## config.mk

```make
export PLATFORM = sky130hd
export DESIGN_NAME = aes_key_store
export DESIGN_NICKNAME = d
export VERILOG_FILES = /design/src/hdl/aes_pkg.sv /design/src/hdl/aes_key_store.sv
export SDC_FILE = /design/constraint.sdc
export NUM_CORES = 1
export LEC_CHECK = 0
export BUFFER_PORTS_ARGS = -buffer_cell sky130_fd_sc_hd__buf_2
export CAP_MARGIN = 20
export CORE_AREA = 2 2 775 777
export DETAILED_ROUTE_END_ITERATION = 16
export DIE_AREA = 0 0 777 779
export PLACE_DENSITY = 0.3
export RECOVER_POWER = 50
export SLEW_MARGIN = 0
export SYNTH_ARGS = -nofsm -noshare
export SYNTH_HDL_FRONTEND = slang
export SYNTH_SLANG_ARGS = --single-unit
```

## constraint.sdc

```tcl
create_clock -name clk -period 7 [get_ports clk]
set_input_delay 1.4 -clock clk [delete_from_list [all_inputs] [get_ports clk]]
set_output_delay 1.4 -clock clk [all_outputs]
set_load 0.05 [all_outputs]
```

## src/hdl/aes_pkg.sv

```systemverilog
package aes_pkg;

  localparam int KeyWords   = 60;
  localparam int FullRounds = 13;
  localparam int Rounds     = FullRounds + 1;
  localparam int KeyIdxW    = 6;

  typedef logic [127:0] blk_t;
  typedef logic [31:0]  word_t;
  typedef logic [KeyIdxW-1:0] kidx_t;

  typedef enum logic {
    KIND_KEY   = 1'b0,
    KIND_BLOCK = 1'b1
  } kind_t;

  // 128-bit round key for each of the 15 key adds
  typedef logic [Rounds:0][127:0] keyset_t;

  localparam logic [7:0] SBOX [256] = '{
    8'h63,8'h7c,8'h77,8'h7b,8'hf2,8'h6b,8'h6f,8'hc5,8'h30,8'h01,8'h67,8'h2b,8'hfe,8'hd7,8'hab,8'h76,
    8'hca,8'h82,8'hc9,8'h7d,8'hfa,8'h59,8'h47,8'hf0,8'had,8'hd4,8'ha2,8'haf,8'h9c,8'ha4,8'h72,8'hc0,
    8'hb7,8'hfd,8'h93,8'h26,8'h36,8'h3f,8'hf7,8'hcc,8'h34,8'ha5,8'he5,8'hf1,8'h71,8'hd8,8'h31,8'h15,
    8'h04,8'hc7,8'h23,8'hc3,8'h18,8'h96,8'h05,8'h9a,8'h07,8'h12,8'h80,8'he2,8'heb,8'h27,8'hb2,8'h75,
    8'h09,8'h83,8'h2c,8'h1a,8'h1b,8'h6e,8'h5a,8'ha0,8'h52,8'h3b,8'hd6,8'hb3,8'h29,8'he3,8'h2f,8'h84,
    8'h53,8'hd1,8'h00,8'hed,8'h20,8'hfc,8'hb1,8'h5b,8'h6a,8'hcb,8'hbe,8'h39,8'h4a,8'h4c,8'h58,8'hcf,
    8'hd0,8'hef,8'haa,8'hfb,8'h43,8'h4d,8'h33,8'h85,8'h45,8'hf9,8'h02,8'h7f,8'h50,8'h3c,8'h9f,8'ha8,
    8'h51,8'ha3,8'h40,8'h8f,8'h92,8'h9d,8'h38,8'hf5,8'hbc,8'hb6,8'hda,8'h21,8'h10,8'hff,8'hf3,8'hd2,
    8'hcd,8'h0c,8'h13,8'hec,8'h5f,8'h97,8'h44,8'h17,8'hc4,8'ha7,8'h7e,8'h3d,8'h64,8'h5d,8'h19,8'h73,
    8'h60,8'h81,8'h4f,8'hdc,8'h22,8'h2a,8'h90,8'h88,8'h46,8'hee,8'hb8,8'h14,8'hde,8'h5e,8'h0b,8'hdb,
    8'he0,8'h32,8'h3a,8'h0a,8'h49,8'h06,8'h24,8'h5c,8'hc2,8'hd3,8'hac,8'h62,8'h91,8'h95,8'he4,8'h79,
    8'he7,8'hc8,8'h37,8'h6d,8'h8d,8'hd5,8'h4e,8'ha9,8'h6c,8'h56,8'hf4,8'hea,8'h65,8'h7a,8'hae,8'h08,
    8'hba,8'h78,8'h25,8'h2e,8'h1c,8'ha6,8'hb4,8'hc6,8'he8,8'hdd,8'h74,8'h1f,8'h4b,8'hbd,8'h8b,8'h8a,
    8'h70,8'h3e,8'hb5,8'h66,8'h48,8'h03,8'hf6,8'h0e,8'h61,8'h35,8'h57,8'hb9,8'h86,8'hc1,8'h1d,8'h9e,
    8'he1,8'hf8,8'h98,8'h11,8'h69,8'hd9,8'h8e,8'h94,8'h9b,8'h1e,8'h87,8'he9,8'hce,8'h55,8'h28,8'hdf,
    8'h8c,8'ha1,8'h89,8'h0d,8'hbf,8'he6,8'h42,8'h68,8'h41,8'h99,8'h2d,8'h0f,8'hb0,8'h54,8'hbb,8'h16
  };

  function automatic logic [7:0] xtime(input logic [7:0] b);
    xtime = {b[6:0], 1'b0} ^ (b[7] ? 8'h1b : 8'h00);
  endfunction

  // SubBytes + ShiftRows; byte r of column c sits at bits 8*(r+4c)
  function automatic blk_t sub_shift(input blk_t s);
    blk_t t;
    for (int c = 0; c < 4; c++) begin
      for (int r = 0; r < 4; r++) begin
        t[8*(r+4*c) +: 8] = SBOX[s[8*(r+4*((c+r)%4)) +: 8]];
      end
    end
    sub_shift = t;
  endfunction

  function automatic blk_t mix_cols(input blk_t s);
    blk_t t;
    logic [7:0] a0, a1, a2, a3, al;
    for (int c = 0; c < 4; c++) begin
      a0 = s[32*c +: 8];
      a1 = s[32*c+8 +: 8];
      a2 = s[32*c+16 +: 8];
      a3 = s[32*c+24 +: 8];
      al = a0 ^ a1 ^ a2 ^ a3;
      t[32*c +: 8]    = a0 ^ al ^ xtime(a0 ^ a1);
      t[32*c+8 +: 8]  = a1 ^ al ^ xtime(a1 ^ a2);
      t[32*c+16 +: 8] = a2 ^ al ^ xtime(a2 ^ a3);
      t[32*c+24 +: 8] = a3 ^ al ^ xtime(a3 ^ a0);
    end
    mix_cols = t;
  endfunction

endpackage

```

## src/hdl/aes_key_store.sv

```systemverilog
module aes_key_store (
  input  logic                clk,
  input  logic                rst_n,
  input  logic                adv,
  input  logic                wr_en,
  input  aes_pkg::kidx_t      wr_idx,
  input  aes_pkg::word_t      wr_data,
  output aes_pkg::keyset_t    keys
);

  localparam int RndW = aes_pkg::KeyIdxW - 2;

  // load beats travel with the block pipe; round g's words are written as the
  // load leaves the stage that feeds round g, so blocks ahead keep old keys
  logic [aes_pkg::Rounds-1:0] ld_vld_r;
  aes_pkg::kidx_t             ld_idx_r  [aes_pkg::Rounds];
  aes_pkg::word_t             ld_word_r [aes_pkg::Rounds];
  logic [aes_pkg::Rounds:0]   hit;
  logic [1:0]                 sel  [aes_pkg::Rounds+1];
  aes_pkg::word_t             wdat [aes_pkg::Rounds+1];
  aes_pkg::word_t             words_r [aes_pkg::KeyWords];

  always_comb begin
    hit[0]  = wr_en && (wr_idx[aes_pkg::KeyIdxW-1:2] == RndW'(0));
    sel[0]  = wr_idx[1:0];
    wdat[0] = wr_data;
    for (int g = 1; g <= aes_pkg::Rounds; g++) begin
      hit[g]  = ld_vld_r[g-1] && (ld_idx_r[g-1][aes_pkg::KeyIdxW-1:2] == RndW'(g));
      sel[g]  = ld_idx_r[g-1][1:0];
      wdat[g] = ld_word_r[g-1];
    end
  end

  always_ff @(posedge clk) begin
    if (!rst_n) begin
      ld_vld_r <= '0;
    end else if (adv) begin
      ld_vld_r <= {ld_vld_r[aes_pkg::Rounds-2:0], wr_en};
    end
  end

  always_ff @(posedge clk) begin
    if (adv) begin
      ld_idx_r[0]  <= wr_idx;
      ld_word_r[0] <= wr_data;
      for (int p = 1; p < aes_pkg::Rounds; p++) begin
        ld_idx_r[p]  <= ld_idx_r[p-1];
        ld_word_r[p] <= ld_word_r[p-1];
      end
    end
  end

  // indexes 60..63 map to no round and are dropped
  always_ff @(posedge clk) begin
    if (adv) begin
      for (int i = 0; i < aes_pkg::KeyWords; i++) begin
        if (hit[i/4] && (sel[i/4] == 2'(i % 4))) begin
          words_r[i] <= wdat[i/4];
        end
      end
    end
  end

  // each word feeds one fixed round-key slot
  always_comb begin
    for (int k = 0; k <= aes_pkg::Rounds; k++) begin
      keys[k] = {words_r[4*k+3], words_r[4*k+2], words_r[4*k+1], words_r[4*k]};
    end
  end

endmodule

```

# After elaboration in Yosys (flattened, before gate mapping)
# Memory sizes are Yosys's and may differ from the RTL's.
# Index checks and enable logic that the tools add are counted.
[op_classes] n_mux=317 eq_ne=59 reduce_logical=136
[ops] op="two-way mux 32 bit" count=45
[ops] op="OR reduction 32 bit" count=45
[ops] op="two-way mux 6 bit" count=45
[ops] op="two-way mux 1 bit" count=227
[ops] op="logical AND 1 bit" count=75
[ops] op="equality test 2 bit, second input constant" count=30
[ops] op="equality test 2 x 1 -> 1 bit, second input constant" count=15
[ops] op="logical NOT 2 bit" count=15
[ops] op="equality test 4 bit, second input constant" count=7
[ops] op="equality test 4 x 3 -> 1 bit, second input constant" count=4
[ops] op="equality test 4 x 2 -> 1 bit, second input constant" count=2
[ops] op="equality test 4 x 1 -> 1 bit, second input constant" count=1
[ops] op="logical NOT 4 bit" count=1
[totals] register_bits=14 mem_bits_rw=2452 word_cells=516 memories=3 in_bits=42
[mem_list] memory="words_r" words=60 width=32 rd=60 rd_ports_with_merged_regs=0 wr=15 line_no="aes_key_store.sv:21" text="aes_pkg::word_t words_r [aes_pkg::KeyWords];"
[mem_list] memory="ld_word_r" words=14 width=32 rd=14 rd_ports_with_merged_regs=0 wr=14 line_no="aes_key_store.sv:17" text="aes_pkg::word_t ld_word_r [aes_pkg::Rounds];"
[mem_list] memory="ld_idx_r" words=14 width=6 rd=14 rd_ports_with_merged_regs=0 wr=14 line_no="aes_key_store.sv:16" text="aes_pkg::kidx_t ld_idx_r [aes_pkg::Rounds];"

# Depth between registers and ports, before layout
[logic_depth] depth_word=10 ltp_mapped=4 ltp_nobuf=2

# Worst setup path before layout
# No wires, ideal clock.
[synth_path] kind="input port to flip-flop" from="input adv" to="memory words_r[0][448] (netlist bit) (enable)" path_stages=4 setup_time_ns=0.513 slack_ns=1.278 n_path_buf=2 required_time_ns=6.487 t_arrival_ns=5.209 path_cell_list="buf_2 -> buf_2 -> nand2_1 -> nor4b_1"
[synth_rtl] element="from (decl)" line_no="aes_key_store.sv:4" text="input logic adv,"
[synth_rtl] element="to (decl)" line_no="aes_key_store.sv:21"

==> flow_summary.ini <==
[run_status]
status = finished, violations left
violations = max-capacitance violations, max-slew violations

[timing]
slew_viol_final = 208
fin_skew_ps = 74.2
rsz0062_at_grt = false
setup_viol = 0
fin_crit_ps = 4990
min_period_over_period = 0.713
hold_slack_ps = 423
tightestPinTransition_ps = 2770
max_freq_mhz = 200
slew_headroom = -0.847
tns_ps = 0
finalHoldViolCount = 0

[clocking]
ctsResizeCount = 0
hold_buffers = 0
clkTransAtPathRegs_ps = 60
clockBufferDepth = 4
cts_buffers = 299
clkSinkCount = 2466
cts_tree = built
root_buffer = clkbuf_16
cts_setup_buffers = 0
htree_levels = 5
clkLatencyLatePin_ps = 930

[die]
core_area_sq_um = 597000
chipHeight_um = 779
die_x_um = 777
rows = 284
dieArea_sq_um = 605000
start_util = 0.126
io_pins = 1962

[drt]
firstDrtPassIters = 7
routed_wl_um = 379000
drc_errors = 0
route.vias.total = 38588
antenna_left = 0
drtIter0Drc = 3546
avgViaCountPerCell = 2.95
drt-wirelength-per-cell_um = 29.0

[global_route]
grt_pass1_vias = 39553
grt-ovfl-total = 0
grt_max_degree = 117
grtUsageTotal = 0.119
grt_pass1_wl_um = 466000
antenna_found_initial = 83

[setup_path]
worst_setup_path_end_kind = flip-flop
start_kind = input port
crit_required_ps = 7510
reg2reg_from = ld_idx_r[0][27]
rr_endpoint = words_r[0][741]
worstPathArrival_ps = 5500
critical_path_class = in -> reg
worstPathMaxFanout = 30
reg2reg_depth = 3
r2r_setup_slack_ps = 3790

[flow_run]
cap_viol_max_count = 11

[logic_synthesis]
synth-seq-cells = 2466
synth_top_area_frac = 0.983
syn_area_per_cell_sq_um = 28.6
synth_area_sq_um = 74900
synth.area.top_cells = edfxtp_1 (98%), dfxtp_1 (0.37%), nor4_1 (0.25%)
yosysSeqAreaShare = 0.987
synthCells = 2618
yosysUniqueCellTypes = 16
yosys.area.top_type = edfxtp_1
synthesis.nets = 2660
yosys_warnings = 0

[final_layout]
nFillCells = 64255
seqCellArea_sq_um = 73900
layout_common_cells = edfxtp_1 (2452), buf_2 (1922), clkbuf_16 (301)
final_area_sq_um = 105000
drive_above_1_share = 0.474
stdcell_count = 13093
final_common_cell = edfxtp_1
finalNetCount = 5016
syn2layout_area_growth_pct = 40.4
multi_input_area_sq_um = 1130

[power]
power.density_nw_per_um2 = 311
vdd_drop_max_v = 0.000201
p_leak_nw = 35.5

[hold_path]
min_path_type = reg -> reg
hold_path.startpoint = ld_idx_r[1][16]
hold_path_depth = 0
holdPathEnd = ld_idx_r[1][22]

[place]
portBuffers = 1961
hpwl_um = 294000
dp.cells = 12538
postPlaceCellArea_sq_um = 95700
place_congestion = 0.795
[worst max-delay path, cell delays in order]
cell and delay [ps]:
clkbuf_1 1500, nand2_1 510, nor3_1 1270, buf_4 630
[area by class of cell]
type                       count  share of cell area
timing repair buffer        2059              0.0993
antenna                       17            0.000405
clock inverter               179              0.0181
tap                         7865              0.0936
multi-input combinational    133              0.0108
clock buffer                 359              0.0741
sequential                  2466               0.703
inverter                      15            0.000536
[cells by family (layout without fill, tap and decap cells)]
logic type | after synthesis | after routing | synth area share
buffers and inverters | 19 | 2612 | 0.000986
DFF | 2466 | 2466 | 0.987
AOI/OAI and AO/OA | 14 | 14 | 0.00140
and+or+nand+nor | 119 | 119 | 0.0106
other | 0 | 17 | 0
[routing by layer]
layer / GRT usage / wire length, um / part of all wire / up-vias
li1: - / - / - / 15532
met4: 0.0270 / 8900 / 0.023 / 0
met1: 0.130 / 138000 / 0.36 / 20480
met3: 0.0446 / 36500 / 0.096 / 383
met5: 0 / 0 / 0 / -
met2: 0.216 / 195000 / 0.52 / 2193
[Yosys cell counts (all sizes together)]
| library cell | instances |
|---|---|
| a21boi | 14 |
| buf | 2 |
| clkbuf | 2 |
| dfxtp | 14 |
| edfxtp | 2452 |
| inv | 15 |
| nand2 | 30 |
| nand2b | 14 |
| nand4b | 4 |
| nand4bb | 6 |
| nor3 | 15 |
| nor4 | 30 |
| nor4b | 15 |
| or4 | 1 |
| or4b | 4 |
[where the power goes]
group	switching [W]	internal [W]	total [W]	leakage, nW
combinational	0.000190	0.0000253	0.000216	8.28
clock	0.00660	0.00895	0.0156	4.66
sequential	0.000465	0.0165	0.0170	22.6
total	0.00726	0.0255	0.0327	35.5
[per-stage QoR]
| step | worst slack, ps | total power (W) | util |
|---|---|---|---|
| after floorplan | 1280 | 0.0169 | - |
| after global placement | 2680 | 0.0175 | 0.160 |
| after detailed placement | 2580 | 0.0175 | 0.160 |
| after CTS | 3440 | 0.0334 | 0.177 |
| after global routing | 1750 | 0.0339 | 0.176 |
| final | 2010 | 0.0327 | 0.176 |
[state kept, by name, indices dropped and copies added (netlist names)]
name / count
words_r: 1920
ld_word_r: 448
ld_idx_r: 84
ld_vld_r: 14
[worst max-delay path by stage]
stage	startpoint	to	slack [ps]	cells past startpoint
after global placement	adv	words_r[1][788]	2680	5
after CTS	words_r[0][1013]	keys[1013]	3440	1
after global routing	adv	words_r[1][319]	1750	5
final	adv	words_r[0][487]	2010	4
after detailed placement	adv	words_r[1][820]	2580	5
after floorplan	adv	words_r[0][448]	1280	4
No activity file was read; power rests on OpenSTA's default activity.
