### config.mk
export PLATFORM = sky130hd
export DESIGN_NAME = aes_round
export DESIGN_NICKNAME = d
export VERILOG_FILES = /design/src/hdl/aes_pkg.sv /design/src/hdl/aes_round.sv
export SDC_FILE = /design/constraint.sdc
export NUM_CORES = 2
export LEC_CHECK = 0
export BUFFER_PORTS_ARGS = -buffer_cell sky130_fd_sc_hd__buf_2
export CAP_MARGIN = 20
export CORE_ASPECT_RATIO = 2
export CORE_MARGIN = 2
export CORE_UTILIZATION = 30
export DETAILED_ROUTE_END_ITERATION = 16
export PLACE_DENSITY = 0.45
export SETUP_SLACK_MARGIN = 0.15
export SLEW_MARGIN = 20
export SYNTH_ARGS = -nofsm -noshare
export SYNTH_HDL_FRONTEND = slang
export SYNTH_SLANG_ARGS = --single-unit
### constraint.sdc
create_clock -name vclk -period 4.74
set_input_delay 0 -clock vclk [all_inputs]
set_output_delay 0 -clock vclk [all_outputs]
set_load 0.02 [all_outputs]
### src/hdl/aes_pkg.sv
package aes_pkg;

  localparam int KeyWords   = 60;
  localparam int FullRounds = 13;
  localparam int Rounds     = FullRounds + 1;
  localparam int KeyIdxW    = 6;

  typedef logic [127:0] blk_t;
  typedef logic [31:0]  word_t;
  typedef logic [KeyIdxW-1:0] kidx_t;

  typedef enum logic {
    KIND_KEY   = 1'b0,
    KIND_BLOCK = 1'b1
  } kind_t;

  // 128-bit round key for each of the 15 key adds
  typedef logic [Rounds:0][127:0] keyset_t;

  localparam logic [7:0] SBOX [256] = '{
    8'h63,8'h7c,8'h77,8'h7b,8'hf2,8'h6b,8'h6f,8'hc5,8'h30,8'h01,8'h67,8'h2b,8'hfe,8'hd7,8'hab,8'h76,
    8'hca,8'h82,8'hc9,8'h7d,8'hfa,8'h59,8'h47,8'hf0,8'had,8'hd4,8'ha2,8'haf,8'h9c,8'ha4,8'h72,8'hc0,
    8'hb7,8'hfd,8'h93,8'h26,8'h36,8'h3f,8'hf7,8'hcc,8'h34,8'ha5,8'he5,8'hf1,8'h71,8'hd8,8'h31,8'h15,
    8'h04,8'hc7,8'h23,8'hc3,8'h18,8'h96,8'h05,8'h9a,8'h07,8'h12,8'h80,8'he2,8'heb,8'h27,8'hb2,8'h75,
    8'h09,8'h83,8'h2c,8'h1a,8'h1b,8'h6e,8'h5a,8'ha0,8'h52,8'h3b,8'hd6,8'hb3,8'h29,8'he3,8'h2f,8'h84,
    8'h53,8'hd1,8'h00,8'hed,8'h20,8'hfc,8'hb1,8'h5b,8'h6a,8'hcb,8'hbe,8'h39,8'h4a,8'h4c,8'h58,8'hcf,
    8'hd0,8'hef,8'haa,8'hfb,8'h43,8'h4d,8'h33,8'h85,8'h45,8'hf9,8'h02,8'h7f,8'h50,8'h3c,8'h9f,8'ha8,
    8'h51,8'ha3,8'h40,8'h8f,8'h92,8'h9d,8'h38,8'hf5,8'hbc,8'hb6,8'hda,8'h21,8'h10,8'hff,8'hf3,8'hd2,
    8'hcd,8'h0c,8'h13,8'hec,8'h5f,8'h97,8'h44,8'h17,8'hc4,8'ha7,8'h7e,8'h3d,8'h64,8'h5d,8'h19,8'h73,
    8'h60,8'h81,8'h4f,8'hdc,8'h22,8'h2a,8'h90,8'h88,8'h46,8'hee,8'hb8,8'h14,8'hde,8'h5e,8'h0b,8'hdb,
    8'he0,8'h32,8'h3a,8'h0a,8'h49,8'h06,8'h24,8'h5c,8'hc2,8'hd3,8'hac,8'h62,8'h91,8'h95,8'he4,8'h79,
    8'he7,8'hc8,8'h37,8'h6d,8'h8d,8'hd5,8'h4e,8'ha9,8'h6c,8'h56,8'hf4,8'hea,8'h65,8'h7a,8'hae,8'h08,
    8'hba,8'h78,8'h25,8'h2e,8'h1c,8'ha6,8'hb4,8'hc6,8'he8,8'hdd,8'h74,8'h1f,8'h4b,8'hbd,8'h8b,8'h8a,
    8'h70,8'h3e,8'hb5,8'h66,8'h48,8'h03,8'hf6,8'h0e,8'h61,8'h35,8'h57,8'hb9,8'h86,8'hc1,8'h1d,8'h9e,
    8'he1,8'hf8,8'h98,8'h11,8'h69,8'hd9,8'h8e,8'h94,8'h9b,8'h1e,8'h87,8'he9,8'hce,8'h55,8'h28,8'hdf,
    8'h8c,8'ha1,8'h89,8'h0d,8'hbf,8'he6,8'h42,8'h68,8'h41,8'h99,8'h2d,8'h0f,8'hb0,8'h54,8'hbb,8'h16
  };

  function automatic logic [7:0] xtime(input logic [7:0] b);
    xtime = {b[6:0], 1'b0} ^ (b[7] ? 8'h1b : 8'h00);
  endfunction

  // SubBytes + ShiftRows; byte r of column c sits at bits 8*(r+4c)
  function automatic blk_t sub_shift(input blk_t s);
    blk_t t;
    for (int c = 0; c < 4; c++) begin
      for (int r = 0; r < 4; r++) begin
        t[8*(r+4*c) +: 8] = SBOX[s[8*(r+4*((c+r)%4)) +: 8]];
      end
    end
    sub_shift = t;
  endfunction

  function automatic blk_t mix_cols(input blk_t s);
    blk_t t;
    logic [7:0] a0, a1, a2, a3, al;
    for (int c = 0; c < 4; c++) begin
      a0 = s[32*c +: 8];
      a1 = s[32*c+8 +: 8];
      a2 = s[32*c+16 +: 8];
      a3 = s[32*c+24 +: 8];
      al = a0 ^ a1 ^ a2 ^ a3;
      t[32*c +: 8]    = a0 ^ al ^ xtime(a0 ^ a1);
      t[32*c+8 +: 8]  = a1 ^ al ^ xtime(a1 ^ a2);
      t[32*c+16 +: 8] = a2 ^ al ^ xtime(a2 ^ a3);
      t[32*c+24 +: 8] = a3 ^ al ^ xtime(a3 ^ a0);
    end
    mix_cols = t;
  endfunction

endpackage

### src/hdl/aes_round.sv
module aes_round (
  input  aes_pkg::blk_t state_i,
  input  logic [127:0]  key_i,
  input  logic          last_i,
  output aes_pkg::blk_t state_o
);

  aes_pkg::blk_t ss;

  always_comb begin
    ss = aes_pkg::sub_shift(state_i);
    if (last_i) begin
      state_o = ss ^ key_i;
    end else begin
      state_o = aes_pkg::mix_cols(ss) ^ key_i;
    end
  end

endmodule

* Word level (Yosys, flattened, before mapping)
Memories as Yosys holds them, arrays and structs flattened.
Index checks and enable logic that the tools add are counted.
** Storage, ports and cells
- Input port bits :: 257
- ROM bits :: 32768
- Memories :: 16
- Word-level logic and storage cells :: 171
- Output and inout port bits :: 128
- Register bits after elaboration :: 0
** Memories
- (no name shown) :: words 256, bits a word 8, read ports 1, clocked after memory_dff 0, write ports 0, line aes_pkg.sv:48 : t[8*(r+4*c) +: 8] = SBOX[s[8*(r+4*((c+r)%4)) +: 8]];
- (no name shown) :: words 256, bits a word 8, read ports 1, clocked after memory_dff 0, write ports 0, line aes_pkg.sv:48
- (no name shown) :: words 256, bits a word 8, read ports 1, clocked after memory_dff 0, write ports 0, line aes_pkg.sv:48
- (no name shown) :: words 256, bits a word 8, read ports 1, clocked after memory_dff 0, write ports 0, line aes_pkg.sv:48
- (no name shown) :: words 256, bits a word 8, read ports 1, clocked after memory_dff 0, write ports 0, line aes_pkg.sv:48
- (no name shown) :: words 256, bits a word 8, read ports 1, clocked after memory_dff 0, write ports 0, line aes_pkg.sv:48
- 10 more memories
** Operators by class
- Bitwise logic cells :: 90
- Magnitude comparators :: 16
- Mux-type cells :: 49
** Operators with widths (count)
- 8-bit bitwise XOR :: 56
- 8-bit 2-to-1 mux :: 32
- 128-bit bitwise XOR :: 2
- 9-bit greater-or-equal comparator, second input constant :: 16
- 8-bit inverter with 9-bit output :: 16
- 128-bit 2-to-1 mux :: 1
- 8-bit by 5-bit bitwise XOR with 8-bit output :: 16
- 5-bit 2-to-1 mux :: 16

* Depth between registers and ports, before layout
- Depth after elaboration :: 11
- Mapped depth :: 18
- Depth with buffers taken out :: 13

* Worst setup path before layout
OpenSTA, ideal clock, no wires.
- Path type :: input to output
- Start :: in state_i[73]
- End :: out state_o[47]
- Data required time :: 4.740 ns
- Cell stages on the path :: 16
- Data arrival time :: 3.800 ns
- Buffers on the path :: 3
- Slack :: 0.940 ns
- Cell sequence :: buf_2 buf_1 inv_1 ha_1 clkbuf_1 inv_1 mux4_2 mux4_2 o21a_1 o21a_1 a221o_2 xor2_1 xnor2_1 xnor2_1 mux2i_1 xnor2_1
** On the way
- Longest elaborated chain between the ends :: 11
- Elaborated cells between the ends (all ways) :: 14
- Classes of those cells :: 3 x mux; 10 x bitwise; 1 x memory
** RTL lines
- start: declaration :: line aes_round.sv:2 : input aes_pkg::blk_t state_i,
- 8-bit inverter with 9-bit output (implied by the code) (*) :: line aes_pkg.sv:48
- memory read 256 x 8 bit (*)
- 8-bit 2-to-1 mux (implied by the code) (*) (2 in series) :: line aes_pkg.sv:48
- 8-bit bitwise XOR (3 in series) :: line aes_pkg.sv:62 : al = a0 ^ a1 ^ a2 ^ a3;
- 8-bit bitwise XOR (2 in series) :: line aes_pkg.sv:64 : t[32*c+8 +: 8] = a1 ^ al ^ xtime(a1 ^ a2);
- 128-bit bitwise XOR :: line aes_round.sv:15 : state_o = aes_pkg::mix_cols(ss) ^ key_i;
- 128-bit 2-to-1 mux (*) :: line aes_round.sv:12 : if (last_i) begin
- end: declaration :: line aes_round.sv:5 : output aes_pkg::blk_t state_o
Every way passes the cells marked *; elsewhere a longest branch is shown, timed or not. The select of a mux whose other input is x is not followed.

* Final worst setup path
- Start :: in state_i[17]
- End :: out state_o[67]
** On the way
- Longest elaborated chain between the ends :: 10
** RTL lines
- 8-bit inverter with 9-bit output (implied by the code) :: line aes_pkg.sv:48
- memory read 256 x 8 bit
- 8-bit 2-to-1 mux (implied by the code) (2 in series) :: line aes_pkg.sv:48
- 8-bit bitwise XOR (2 in series) :: line aes_pkg.sv:62
- 8-bit bitwise XOR (2 in series) :: line aes_pkg.sv:63 : t[32*c +: 8] = a0 ^ al ^ xtime(a0 ^ a1);
- 128-bit bitwise XOR :: line aes_round.sv:15
- 128-bit 2-to-1 mux :: line aes_round.sv:12
No other way between the ends. The select of a mux whose other input is x is not followed.

==> flow_summary.ini <==
[status]
status = completed

[timing]
maxSlewViolCount = 0
tightest_slew_ns = 1.14
hold_slack_ns = 0.282
period_minus_slack_ns = 4.52
slew_headroom_pct = 24.2
clock.fmax_mhz = 221
finalCritPeriodShare_pct = 95.4
hold_viol_final = 0
grt_setup_unrepaired = true
setup_violations = 0

[min_path]
hold_path.class = in2out
min_path_cells = 3

[critical_path]
endpoint_kind = output pin
required_ns = 4.74
cp.arrival_ns = 4.52
path_max_fanout = 10
crit_type = in2out
setup.worst_path.start_class = input port

[yosys]
synthAdderAreaFrac_pct = 4.90
syn_nets = 9866
synth_compound_area_share_pct = 40.2
synth_cell_type_count = 127
syn_area_sq_um = 60500
synth-xor-area-share_pct = 9.17
syn_avg_cell_area_sq_um = 6.45
synthMuxAreaShare_pct = 8.81
synth-simple-area-share_pct = 27.3
synth_seq_area_share_pct = 0
synth_warnings = 0
netlist_instances = 9372
synth_top_family_by_area = compound AO/OA/AOI/OAI gates

[floorplanning]
io_pins = 385
rows = 233
die_w_um = 322
dieArea_sq_um = 205000
start_util_pct = 30.1
core-area_sq_um = 201000
die_h_um = 639

[pwr]
power_density_nw_per_um2 = 203
ir_worst_vdd_mv = 0.250
p_leak_nw = 24.4

[placed_design]
port_buffers = 385
gp_congestion = 1.06
dp_hpwl_um = 312000

[route]
ant_nets = 0
via_per_inst = 6.96
first_iter_violations = 12500
finalWirelength_um = 414000
drcViolationCount = 0
vias = 83200
drt-wirelength-per-cell_um = 34.6
dr.pass1.iters = 7

[finish]
nClkBuffers = 0
num-nets-final = 9847
numSequentialCells = 0
drive_above_1_share_pct = 16.8
areaGrowthSynthToFinish_pct = 10.3
multi_input_area_sq_um = 54900
regArea_sq_um = 0
nFillCells = 22300
finish.utilization_pct = 33.2

[grt]
gr-total-overflow = 0
first_global_vias = 79800
antenna_found_initial = 32
grt_max_degree = 136
grt_pass1_wl_um = 588000
track_usage_pct = 38.2

[clock_tree]
postCtsSetupBuffers = 0
postCtsHoldBufs = 0

[job]
cap_violations = 0
## path summary, 6_finish.rpt
path               startpoint          end
setup / recovery  state_i[17]  state_o[67]
hold / removal      key_i[66]  state_o[66]
## power by group
part	total [W]	switching [W]	internal [W]
Combinational	0.0136	0.00862	0.00494
Sequential	0	0	0
Clock	0.000000000193	0	0.000000000193
## cells in the final DEF (no fill, tap or decap), types with 65 or more instances in the layout
cell      netlist  final
o22ai_1        68     68
nand2_1       819    819
mux2i_1       137    136
ha_1          237    226
nor2b_1       263    259
o311ai_0      155    152
nand2b_1      336    336
a221oi_1       78     78
nand3_1       328    328
buf_2         389    360
nor2_1        746    744
o31ai_1        94     94
or2_2          84     84
a211oi_1      215    215
nor3_1        341    340
a311oi_1      176    175
a31oi_1       221    221
o21ai_0       711    706
and2_1         80     80
a211o_1        65     65
mux4_2        157    157
inv_1         121    121
a21oi_1       771    768
o211ai_1      204    204
xor2_1        197    194
xnor2_1       381    377
buf_4          68    718
## per-layer routing
layer	part of all wire [%]	global-route usage (%)	wire, um	vias to the layer above
met5	0.039	0	162	-
met4	11	32.7	45300	26
met3	8.0	6.18	33100	1984
met2	48	65.8	197000	6255
met1	33	40.3	138000	39600
li1	-	-	-	35300
## Yosys cell counts, drive strengths merged (60+ instances only)
| master | count | area (sq um) |
|---|---|---|
| xnor2 | 389 | 3470 |
| o21ai | 753 | 3780 |
| clkbuf | 555 | 2090 |
| a21oi | 775 | 3890 |
| nand2 | 823 | 3100 |
| mux2i | 142 | 1460 |
| a211oi | 221 | 1690 |
| o2111ai | 60 | 532 |
| a221oi | 81 | 728 |
| and3 | 61 | 382 |
| nor3 | 342 | 1720 |
| a311oi | 179 | 1600 |
| nor2 | 749 | 2820 |
| o211ai | 204 | 1530 |
| buf | 585 | 3120 |
| and2 | 87 | 544 |
| o311ai | 164 | 1480 |
| nand2b | 336 | 2100 |
| nand3 | 328 | 1640 |
| nor2b | 263 | 1650 |
| inv | 136 | 510 |
| xor2 | 209 | 1940 |
| mux4 | 157 | 3540 |
| o31ai | 95 | 718 |
| or3 | 62 | 388 |
| or2 | 97 | 607 |
| a31oi | 222 | 1400 |
| o22ai | 69 | 445 |
| a211o | 65 | 569 |
| a311o | 62 | 621 |
| o221ai | 66 | 621 |
| ha | 237 | 2970 |
## layout make-up
| type | instances | area share [%] |
|---|---|---|
| Multi-Input combinational cell | 8070 | 82.2 |
| Inverter | 162 | 0.911 |
| Tap cell | 2585 | 4.85 |
| Timing Repair Buffer | 1119 | 12.0 |
| Antenna cell | 16 | 0.0600 |
## cells by family after synthesis
family,Yosys count
buffers and inverters,1302
multiplexers,329
XOR/XNOR,604
AND/OR/NAND/NOR,3360
adder cells (fa/ha/maj),237
AO/OA/AOI/OAI,3540
## metrics by stage
| step | setup slack (ns) | cell area, sq um | std cells | TNS, ns | total power (W) |
|---|---|---|---|---|---|
| 5_1_grt | 0.107 | 66700 | 11900 | 0 | 0.0142 |
| 2_1_floorplan | 0.940 | 60500 | 9372 | 0 | 0.00819 |
| 3_3_place_gp | -0.0450 | 66500 | 11900 | -0.0884 | 0.0132 |
| 3_5_place_dp | -0.00445 | 66500 | 11900 | -0.00445 | 0.0131 |
| 4_1_cts | 0.152 | 66500 | 11900 | 0 | 0.0132 |
| 6_report | 0.216 | 66700 | 12000 | 0 | 0.0136 |
## worst max-delay path, stage by stage
cell and delay (ns):
buf_2 0.21, inv_1 0.11, buf_4 0.19, ha_1 0.43, nand2b_1 0.31, nand2_1 0.13, mux4_2 0.49, a211oi_1 0.47
or3_1 0.20, nand3_1 0.28, xor2_1 0.44, buf_4 0.22, xnor2_1 0.14, xnor2_1 0.10, o21ai_2 0.29, buf_4 0.19
xnor2_1 0.11, buf_2 0.18
## repair_timing
item                                    CTS  global route
endpoints found under the setup margin    5            41
pin swaps                                 1             0
resized for setup                         6            37
Power figures use the tool's default switching activity.
